### config.mk
export PLATFORM = sky130hd
export DESIGN_NAME = min_priority_queue_core
export DESIGN_NICKNAME = d
export VERILOG_FILES = /design/src/rtl/mpq_pkg.sv /design/src/rtl/min_priority_queue_core.sv /design/src/rtl/mpq_cell.sv
export SDC_FILE = /design/constraint.sdc
export NUM_CORES = 2
export LEC_CHECK = 0
export ABC_AREA = 1
export BUFFER_PORTS_ARGS = -buffer_cell sky130_fd_sc_hd__buf_2
export CAP_MARGIN = 15
export CORE_MARGIN = 2
export CORE_UTILIZATION = 48
export CTS_CLUSTER_SIZE = 25
export DETAILED_ROUTE_END_ITERATION = 8
export GPL_ROUTABILITY_DRIVEN = 0
export HOLD_SLACK_MARGIN = 0.06
export PLACE_DENSITY = 0.68
export SLEW_MARGIN = 10
export SYNTH_ARGS = -nofsm -noshare
export SYNTH_HDL_FRONTEND = slang
export SYNTH_SLANG_ARGS = --single-unit
### constraint.sdc
create_clock -name clk -period 4.1 [get_ports clk]
set_input_delay 0.41 -clock clk [delete_from_list [all_inputs] [get_ports clk]]
set_output_delay 0.41 -clock clk [all_outputs]
set_load 0.01 [all_outputs]
### src/rtl/mpq_pkg.sv
// mpq_pkg: shared types and constants for the min priority queue.
// Used by mpq_cell and min_priority_queue_core. No dependencies.

package mpq_pkg;

    // fixed port widths
    localparam int OP_W     = 2;
    localparam int KEY_IO_W = 32;
    localparam int STATUS_W = 2;
    localparam int OCC_W    = 6;

    // operation codes
    localparam logic [OP_W-1:0] OP_INSERT = 2'd0;
    localparam logic [OP_W-1:0] OP_POP    = 2'd1;
    localparam logic [OP_W-1:0] OP_PEEK   = 2'd2;

    // status codes
    localparam logic [STATUS_W-1:0] ST_OK    = 2'd0;
    localparam logic [STATUS_W-1:0] ST_EMPTY = 2'd1;
    localparam logic [STATUS_W-1:0] ST_FULL  = 2'd2;

    // command broadcast to every cell of the chain
    typedef struct packed {
        logic shift_in;   // insert: cells above the new key move one place up
        logic shift_out;  // pop: every cell takes its right neighbor's key
    } cell_cmd_t;

endpackage

### src/rtl/min_priority_queue_core.sv
// min_priority_queue_core: bounded min priority queue kept as a sorted chain of cells.
// A result is registered and is valid in the cycle after its input beat is accepted.
// Throughput: one item per cycle while the output is drained; every cell compares against the new key in parallel.
// A new beat is taken while the output register is empty or being drained.
// Reset clears the entry count and the output valid flag; keys and result data are not cleared.
// Depends on mpq_pkg and mpq_cell.

module min_priority_queue_core #(
    parameter int CAPACITY = 32,
    parameter int KEY_BITS = 32
) (
    input  logic                                clk,
    input  logic                                rst_n,
    input  logic                                in_valid,
    output logic                                in_ready,
    input  logic [mpq_pkg::OP_W-1:0]            operation,
    input  logic signed [mpq_pkg::KEY_IO_W-1:0] key_in,
    output logic                                out_valid,
    input  logic                                out_ready,
    output logic signed [mpq_pkg::KEY_IO_W-1:0] key_out,
    output logic                                found,
    output logic [mpq_pkg::STATUS_W-1:0]        status,
    output logic [mpq_pkg::OCC_W-1:0]           occupancy
);

    localparam int KW     = (KEY_BITS > mpq_pkg::KEY_IO_W) ? mpq_pkg::KEY_IO_W : KEY_BITS;
    localparam int CNT_W  = $clog2(CAPACITY + 1);
    localparam int WIDE_W = CNT_W + mpq_pkg::OCC_W;
    localparam logic [CNT_W-1:0] FULL_CNT = CNT_W'(CAPACITY);

    logic [CNT_W-1:0]   count_reg, count_next;
    logic               out_valid_reg;
    logic signed [mpq_pkg::KEY_IO_W-1:0] key_out_reg, key_out_next;
    logic               found_reg, found_next;
    logic [mpq_pkg::STATUS_W-1:0] status_reg, status_next;
    logic [mpq_pkg::OCC_W-1:0]    occ_reg;
    logic [WIDE_W-1:0]  count_wide;

    logic               accept;
    logic               is_full;
    logic               is_empty;
    mpq_pkg::cell_cmd_t cmd;
    logic signed [KW-1:0] key_load;

    logic signed [KW-1:0] cell_key [CAPACITY];
    logic                 cell_keeps [CAPACITY];

    assign in_ready = !out_valid_reg || out_ready;
    assign accept   = in_valid && in_ready;
    assign is_full  = (count_reg == FULL_CNT);
    assign is_empty = (count_reg == '0);
    assign key_load = key_in[KW-1:0];

    // chain of cells, slot 0 holds the smallest key
    for (genvar i = 0; i < CAPACITY; i++)
    begin : g_cell
        localparam logic [CNT_W-1:0] IDX = CNT_W'(i);
        logic signed [KW-1:0] left_key;
        logic                 left_keeps;
        logic signed [KW-1:0] right_key;

        if (i == 0)
        begin : g_head
            assign left_key   = key_load;
            assign left_keeps = 1'b1;
        end
        else
        begin : g_body
            assign left_key   = cell_key[i-1];
            assign left_keeps = cell_keeps[i-1];
        end

        if (i == CAPACITY - 1)
        begin : g_tail
            assign right_key = cell_key[i];
        end
        else
        begin : g_mid
            assign right_key = cell_key[i+1];
        end

        mpq_cell #(
            .KEY_W (KW)
        ) u_cell (
            .clk        (clk),
            .cmd        (cmd),
            .occupied   (IDX < count_reg),
            .new_key    (key_load),
            .left_key   (left_key),
            .left_keeps (left_keeps),
            .right_key  (right_key),
            .key        (cell_key[i]),
            .keeps      (cell_keeps[i])
        );
    end

    // operation decode and result
    always_comb
    begin
        cmd          = '0;
        count_next   = count_reg;
        key_out_next = '0;
        found_next   = 1'b0;
        status_next  = mpq_pkg::ST_OK;
        unique case (operation)
            mpq_pkg::OP_INSERT:
            begin
                if (is_full)
                begin
                    status_next = mpq_pkg::ST_FULL;
                end
                else
                begin
                    cmd.shift_in = accept;
                    count_next   = count_reg + 1'b1;
                end
            end
            mpq_pkg::OP_POP, mpq_pkg::OP_PEEK:
            begin
                if (is_empty)
                begin
                    status_next = mpq_pkg::ST_EMPTY;
                end
                else
                begin
                    key_out_next = mpq_pkg::KEY_IO_W'(cell_key[0]);
                    found_next   = 1'b1;
                    if (operation == mpq_pkg::OP_POP)
                    begin
                        cmd.shift_out = accept;
                        count_next    = count_reg - 1'b1;
                    end
                end
            end
            default:
            begin
                // unused code: no change, plain ok result
            end
        endcase
    end

    assign count_wide = WIDE_W'(count_next);

    always_ff @(posedge clk or negedge rst_n)
    begin
        if (!rst_n)
        begin
            count_reg     <= '0;
            out_valid_reg <= 1'b0;
        end
        else
        begin
            if (accept)
            begin
                count_reg     <= count_next;
                out_valid_reg <= 1'b1;
            end
            else if (out_ready)
            begin
                out_valid_reg <= 1'b0;
            end
        end
    end

    always_ff @(posedge clk)
    begin
        if (accept)
        begin
            key_out_reg <= key_out_next;
            found_reg   <= found_next;
            status_reg  <= status_next;
            occ_reg     <= count_wide[mpq_pkg::OCC_W-1:0];
        end
    end

    assign out_valid = out_valid_reg;
    assign key_out   = key_out_reg;
    assign found     = found_reg;
    assign status    = status_reg;
    assign occupancy = occ_reg;

    // checks
    a_count_bound: assert property (@(posedge clk) disable iff (!rst_n)
        count_reg <= FULL_CNT)
        else $error("entry count above capacity");

    a_insert_grows: assert property (@(posedge clk) disable iff (!rst_n)
        (accept && operation == mpq_pkg::OP_INSERT && !is_full)
        |=> count_reg == $past(count_reg) + 1'b1)
        else $error("insert did not add an entry");

    a_found_ok: assert property (@(posedge clk) disable iff (!rst_n)
        (out_valid && found) |-> status == mpq_pkg::ST_OK)
        else $error("found beat with non-ok status");

    a_head_sorted: assert property (@(posedge clk) disable iff (!rst_n)
        (count_reg >= CNT_W'(2)) |-> (cell_key[0] <= cell_key[1]))
        else $error("head of chain out of order");

endmodule

### src/rtl/mpq_cell.sv
// mpq_cell: one slot of the sorted key chain.
// Depends on mpq_pkg (cell_cmd_t).

module mpq_cell #(
    parameter int KEY_W = 32
) (
    input  logic                    clk,
    input  mpq_pkg::cell_cmd_t      cmd,
    input  logic                    occupied,
    input  logic signed [KEY_W-1:0] new_key,
    input  logic signed [KEY_W-1:0] left_key,
    input  logic                    left_keeps,
    input  logic signed [KEY_W-1:0] right_key,
    output logic signed [KEY_W-1:0] key,
    output logic                    keeps
);

    logic signed [KEY_W-1:0] key_reg;

    // a slot keeps its key on insert when it holds one no larger than the new key
    assign keeps = occupied && (key_reg <= new_key);
    assign key   = key_reg;

    always_ff @(posedge clk)
    begin
        if (cmd.shift_in)
        begin
            if (!keeps)
            begin
                // the first slot that does not keep takes the new key
                key_reg <= left_keeps ? new_key : left_key;
            end
        end
        else if (cmd.shift_out)
        begin
            key_reg <= right_key;
        end
    end

endmodule
# After elaboration in Yosys (flattened, before gate mapping)
# Index checks and enable logic that the tools add are counted.
dict set report op_classes {
  addsub 2
  magnitude_cmp 64
  eq_ne 34
  mux 139
  n_bitwise 2
  n_reduce_logical 73
}
# cell n
set ops {}
lappend ops {{two-way mux 32 bit} 124}
lappend ops {{<= comparator 32 bit} 32}
lappend ops {{less-than comparator 5 x 6 -> 1 bit, first input constant} 16}
lappend ops {{AND reduction 2 bit} 32}
lappend ops {{!= test 2 bit, second input constant} 31}
lappend ops {{less-than comparator 4 x 6 -> 1 bit, first input constant} 8}
lappend ops {{logical AND 1 bit} 33}
lappend ops {{less-than comparator 3 x 6 -> 1 bit, first input constant} 4}
lappend ops {{two-way mux 6 bit} 3}
lappend ops {{less-than comparator 1 x 6 -> 1 bit, first input constant} 2}
lappend ops {{less-than comparator 2 x 6 -> 1 bit, first input constant} 2}
lappend ops {{one-hot mux 6 bit (2 select lines)} 1}
lappend ops {{two-way mux 1 bit} 9}
lappend ops {{adder 6 x 1 -> 6 bit, second input constant} 1}
lappend ops {{equality test 6 bit, second input constant} 1}
lappend ops {{logical NOT 6 bit} 1}
lappend ops {{subtractor 6 x 1 -> 6 bit, second input constant} 1}
lappend ops {{one-hot mux 2 bit (2 select lines)} 1}
lappend ops {{nonzero test 2 bit} 2}
lappend ops {{OR reduction 2 bit} 2}
lappend ops {{equality test 2 x 1 -> 1 bit, second input constant} 1}
lappend ops {{equality test 2 bit, second input constant} 1}
lappend ops {{logical NOT 2 bit} 1}
lappend ops {{two-way mux 2 bit} 1}
lappend ops {{3 further kinds} 4}
dict set report word_totals {
  register_bits 1072
  in_bits 38
  output_inout_bits 43
}

# Logic depth before layout (Yosys ltp)
dict set report logic_depth {
  depth_word 8
  depth_mapped 21
  ltp_nobuf 20
}

# Hierarchy
# Synthesis repeated with hierarchy kept, for this count alone.
dict set report hier_totals {
  hier_cells 10688
  hier_area_um2 82395.3
}
# module n_inst cells_each area_per_inst_um2
set modules_own_cells {}
lappend modules_own_cells {{mpq_cell (g_cell[0].u_cell ...)} 31 325 2496.1}
lappend modules_own_cells {min_priority_queue_core 1 292 2534.9}
lappend modules_own_cells {{mpq_cell (g_cell[21].u_cell)} 1 321 2479.9}

# Least setup slack after synthesis
# No wires, ideal clock.
dict set report synth_path {
  kind {in2reg}
  start {input key_in[29] in the netlist's numbering}
  end {register g_cell[31].u_cell.key_reg[0], enable pin}
  setup_ns 0.432
  t_arrival_ns 3.682
  t_required_ns 3.668
  setup_slack_ns -0.014
  path_stages 11
  path_cell_list {inv_1 > ha_1 > a21oi_1 > nor2_1 > a211oi_1 > o21ai_0 > a21oi_1 > nand2_1 > nand2_1 > nand3_1 > a21oi_1}
}
dict set report synth_between {
  elab_chain_cells 4
}
# item line
set synth_rtl {}
lappend synth_rtl {{start: declaration} min_priority_queue_core.sv:17} ;# input logic signed [mpq_pkg::KEY_IO_W-1:0] key_in,
lappend synth_rtl {{<= comparator 32 bit} mpq_cell.sv:21} ;# assign keeps = occupied && (key_reg <= new_key);
lappend synth_rtl {{logical AND 1 bit} mpq_cell.sv:21}
lappend synth_rtl {{NOT 1 bit (no line)} --}
lappend synth_rtl {{AND reduction 2 bit (no line)} --}
lappend synth_rtl {{end signal: assignment} mpq_cell.sv:31} ;# key_reg <= left_keeps ? new_key : left_key;
lappend synth_rtl {{end signal: assignment} mpq_cell.sv:36} ;# key_reg <= right_key;
lappend synth_rtl {{end: declaration} mpq_cell.sv:18} ;# logic signed [KEY_W-1:0] key_reg;
# No other way between the ends.
# A chain may end at the register's enable or synchronous reset.

# Final worst setup path
dict set report layout_path {
  start {register count_reg[1]}
  end {register g_cell[17].u_cell.key_reg[10] (data pin)}
}
dict set report layout_between {
  elab_chain_cells 5
}
# item line
set layout_rtl {}
lappend layout_rtl {{start: declaration} min_priority_queue_core.sv:31} ;# logic [CNT_W-1:0] count_reg, count_next;
lappend layout_rtl {{start signal: assignment} min_priority_queue_core.sv:155} ;# count_reg <= count_next;
lappend layout_rtl {{less-than comparator 5 x 6 -> 1 bit} min_priority_queue_core.sv:87} ;# .occupied (IDX < count_reg),
lappend layout_rtl {{logical AND 1 bit} mpq_cell.sv:21}
lappend layout_rtl {{two-way mux 32 bit} mpq_cell.sv:31}
lappend layout_rtl {{two-way mux 32 bit} mpq_cell.sv:28} ;# if (!keeps)
lappend layout_rtl {{two-way mux 32 bit (*)} mpq_cell.sv:26} ;# if (cmd.shift_in)
lappend layout_rtl {{end signal: assignment} mpq_cell.sv:31}
lappend layout_rtl {{end signal: assignment} mpq_cell.sv:36}
lappend layout_rtl {{end: declaration} mpq_cell.sv:18}
# Every way passes the cells marked *; elsewhere a longest branch is shown, timed or not. The select of a mux whose other input is x is not followed.

==> reports/results.tsv <==
stage	metric	value	unit
hold_path	hold wc startpoint	key_in[9]	
floorplan	die footprint	0.174	sq mm
synthesis	synth warn	0	
setup_path	Arrival @ worst endpoint	4300	ps
route	Initial DRC Count	9540	
layout	P&R area growth vs syn	10.1	%
synthesis	Netlist Area Pre-Place	0.0821	sq mm
floorplan	num ports	81	
clock_tree	CTS tree	yes	
setup_path	CP top delay family	simple AND/OR/NAND/NOR gates	
global_routing	number of global-route vias before repair	72383	
synthesis	Synth Register Bits	1072	
setup_path	crit path buf inv count	5	
synthesis	cell count after synthesis	11260	
route	Routed WL	298000	um
layout	Final Util	0.532	
pwr	Worst VDD drop	0.488	mV
pwr	Tot Pwr	0.0353	W
layout	nets	12409	
clock_tree	clock slew at the register clock pins of the worst setup and hold paths	60	ps
sta	measured slew at the worst slew-check pin	953	ps
sta	Slew HR	0.358	
hold_path	WHS Endpoint	g_cell[31].u_cell.key[9]	
sta	minimum clock period	3650	ps
synthesis	Synth Flop Type	edfxtp_1	
setup_path	Crit Path Max Fanout	31	
route	Via density	5.62	
run_status	status	complete, no violations	
synthesis	Async S/R FF share, synth	0.00653	
setup_path	Worst R2R Start	count_reg[1]	
place	port bufs	80	
setup_path	max incr delay on CP	470	ps
sta	Hold Vio Cnt, Final	0	
setup_path	WS Path Type	register to register	
synthesis	sequential area share after synthesis	0.392	
synthesis	synth unique cells	36	
hold_path	Worst Hold Path Cells	3	
global_routing	GRT Util Overall	0.334	
pwr	Sw Pwr	0.0124	W
sta	RSZ-0062 raised after global routing	false	
floorplan	Cell Rows	151	
layout	share of layout cells above drive strength 1	0.0519	
pwr	combinational share of power	0.259	
setup_path	cells along the critical path	clkinv_1 -> ha_1 -> nand4_1 -> inv_1 -> nor2_2 -> inv_2 -> nor2_4 -> buf_12 -> buf_4 -> nand2_4 -> nand2_1 -> nand2_1 -> nand2_1	
clock_tree	Clock Latency Late Sink	800	ps
synthesis	Syn Area/Cell	7.29	sq um
route	post-route ant nets	0	
job	max cap viols	0	
route	DRC	0	
clock_tree	TritonCTS Sinks	1072	
global_routing	initial antenna violation count	2	
setup_path	reg2reg end	g_cell[17].u_cell.key[10]	
clock_tree	Num CTS Buffers	133	
global_routing	largest net degree at the start of global routing	107	
floorplan	Initial Utilization	0.484	
clock_tree	clock tree buffer depth	3	
pwr	Sw Share	0.352	
setup_path	most used cell, CP	nand2_1	
setup_path	slowest stage cell, crit path	nor2_4	
sta	crit share post-route	0.890	
pwr	Clk pwr share	0.341	
setup_path	CP endpoint kind	register	
setup_path	register-to-register setup slack	450	ps
setup_path	Req. time, crit path	4750	ps
route	drt pass-1 iters	9	
sta	Final Setup Violations	0	
clock_tree	Root Buffer	clkbuf_16	
global_routing	total congestion overflow	0	
sta	clk_skew	35.3	ps
setup_path	r2r worst-path depth	13	
sta	Hold Slack	81.7	ps
setup_path	Worst setup SP type	register	
route	Avg WL per Cell	21.8	um
pwr	P_int	0.0229	W
hold_path	Min-Delay Path Class	input pin to register	
pwr	Cell Pwr Density	391	mW/mm^2
place	hpwl dp	216000	um
clock_tree	Resize count post-CTS	0	
sta	setup TNS	0	ps
floorplan	core area	0.170	sq mm
floorplan	Die W	417	um
route	vias post-DR	76810	
sta	Slew Limit Fails	0	
sta	Max Freq	0.274	GHz
synthesis	Post-Synthesis Net Count	12328	
floorplan	Die H	417	um
clock_tree	# H-tree levels	4	
pwr	leakage	52.8	nW
layout	max reg flops	1024	
global_routing	global-route wire length before repair	444000	um
synthesis	Post-synth EDFFs	1065	
pwr	sequential power share	0.401	
==> stage by stage <==
stage	instances	setup WS, ps	area [sq um]
2_1_floorplan	11260	536	82100
3_3_place_gp	13395	487	85800
3_5_place_dp	13395	508	85800
4_1_cts	13666	519	90300
5_1_grt	13667	348	90300
6_report	13667	452	90300
==> worst register-to-register path, cell delays in order, from the launching register on <==
cell and delay [ps]:
dfrtp_1 400, clkinv_1 310, ha_1 320, nand4_1 80, inv_1 90, nor2_2 140, inv_2 90, nor2_4 470
buf_12 350, buf_4 370, nand2_4 450, nand2_1 280, nand2_1 90, nand2_1 80
==> cells by family after synthesis <==
| family | Yosys count | share of synthesized area |
|---|---|---|
| DFF | 1072 | 0.392 |
| buffers and inverters | 1704 | 0.0878 |
| AOI/OAI and AO/OA | 714 | 0.0469 |
| and+or+nand+nor | 6740 | 0.316 |
| adders and majority gates | 1030 | 0.157 |
==> Yosys cell counts (3+ instances only) <==
cell type	count	area, sq um
nand3_1	142	711
inv_2	3	11.3
buf_4	71	533
nand2_1	6119	23000
dfrtp_1	7	175
nor4_1	11	68.8
o21ai_1	3	15.0
a21o_1	38	285
o21a_1	63	473
ha_1	1030	12900
nand2_4	20	225
nor3b_1	11	82.6
edfxtp_1	1065	32000
buf_6	42	473
nand4_1	82	513
clkbuf_1	135	507
a21oi_1	467	2340
o21ai_0	134	671
o211ai_1	3	22.5
nand2_2	11	68.8
inv_1	1287	4830
buf_1	7	26.3
buf_2	155	776
nor2_1	328	1230
nor3_1	11	55.1
==> layer usage <==
layer	up-vias	routed length, um	global-route usage
met2	4544	126000	0.504
met3	914	34700	0.0667
li1	35740	-	-
met5	-	0	0
met4	0	20200	0.193
met1	35612	116000	0.447
==> layout make-up <==
type                    instances  area, sq um
inverters                    1292         4860
well taps                    2218         2780
flip-flops and latches       1072        32200
clock buffers                 166         3490
fillers                     16059        79300
multi-input cells            8484        42700
diodes                          1         2.50
clock inverters                76          797
repair buffers                358         3520
==> worst max path at each step <==
stage	from	end	depth (start not counted)
floorplan	key_in[19]	g_cell[18].u_cell.key[0]	13
global placement	key_in[6]	g_cell[1].u_cell.key[9]	18
detailed placement	key_in[6]	g_cell[1].u_cell.key[9]	18
CTS	count_reg[1]	g_cell[7].u_cell.key[30]	13
global route	count_reg[1]	g_cell[10].u_cell.key[30]	13
finish	count_reg[1]	g_cell[17].u_cell.key[10]	13
==> cell usage in the layout, fill, tap and decap left out, types with 18 or more instances in the layout <==
cell type / Yosys / layout
clkbuf_1: 135 / 30
buf_12: 2 / 77
nand2_4: 20 / 20
a21oi_1: 467 / 466
nand2_1: 6119 / 6112
clkinv_2: 0 / 20
clkinv_1: 2 / 27
nand3_1: 142 / 141
o21a_1: 63 / 63
nor2_1: 328 / 328
nand2_2: 11 / 18
buf_4: 71 / 172
o21ai_0: 134 / 134
clkbuf_16: 0 / 134
inv_1: 1287 / 1255
nand4_1: 82 / 82
inv_2: 3 / 34
ha_1: 1030 / 1030
edfxtp_1: 1065 / 1065
a21o_1: 38 / 38
buf_2: 155 / 80
dlygate4sd3_1: 0 / 29
==> power by group through the flow <==
stage               sequential (W)  combinational, W  clock, W
global route                0.0142            0.0101    0.0124
finish                      0.0141           0.00913    0.0120
CTS                         0.0141           0.00894    0.0120
global placement            0.0143           0.00859         0
detailed placement          0.0143           0.00886         0
floorplan                   0.0139           0.00590         0
==> timing repair <==
item,4_1_cts,5_1_grt
endpoints found under the hold margin,33,0
hold buffers,29,0
buffers inserted,0,0
Power figures use the tool's default switching activity.
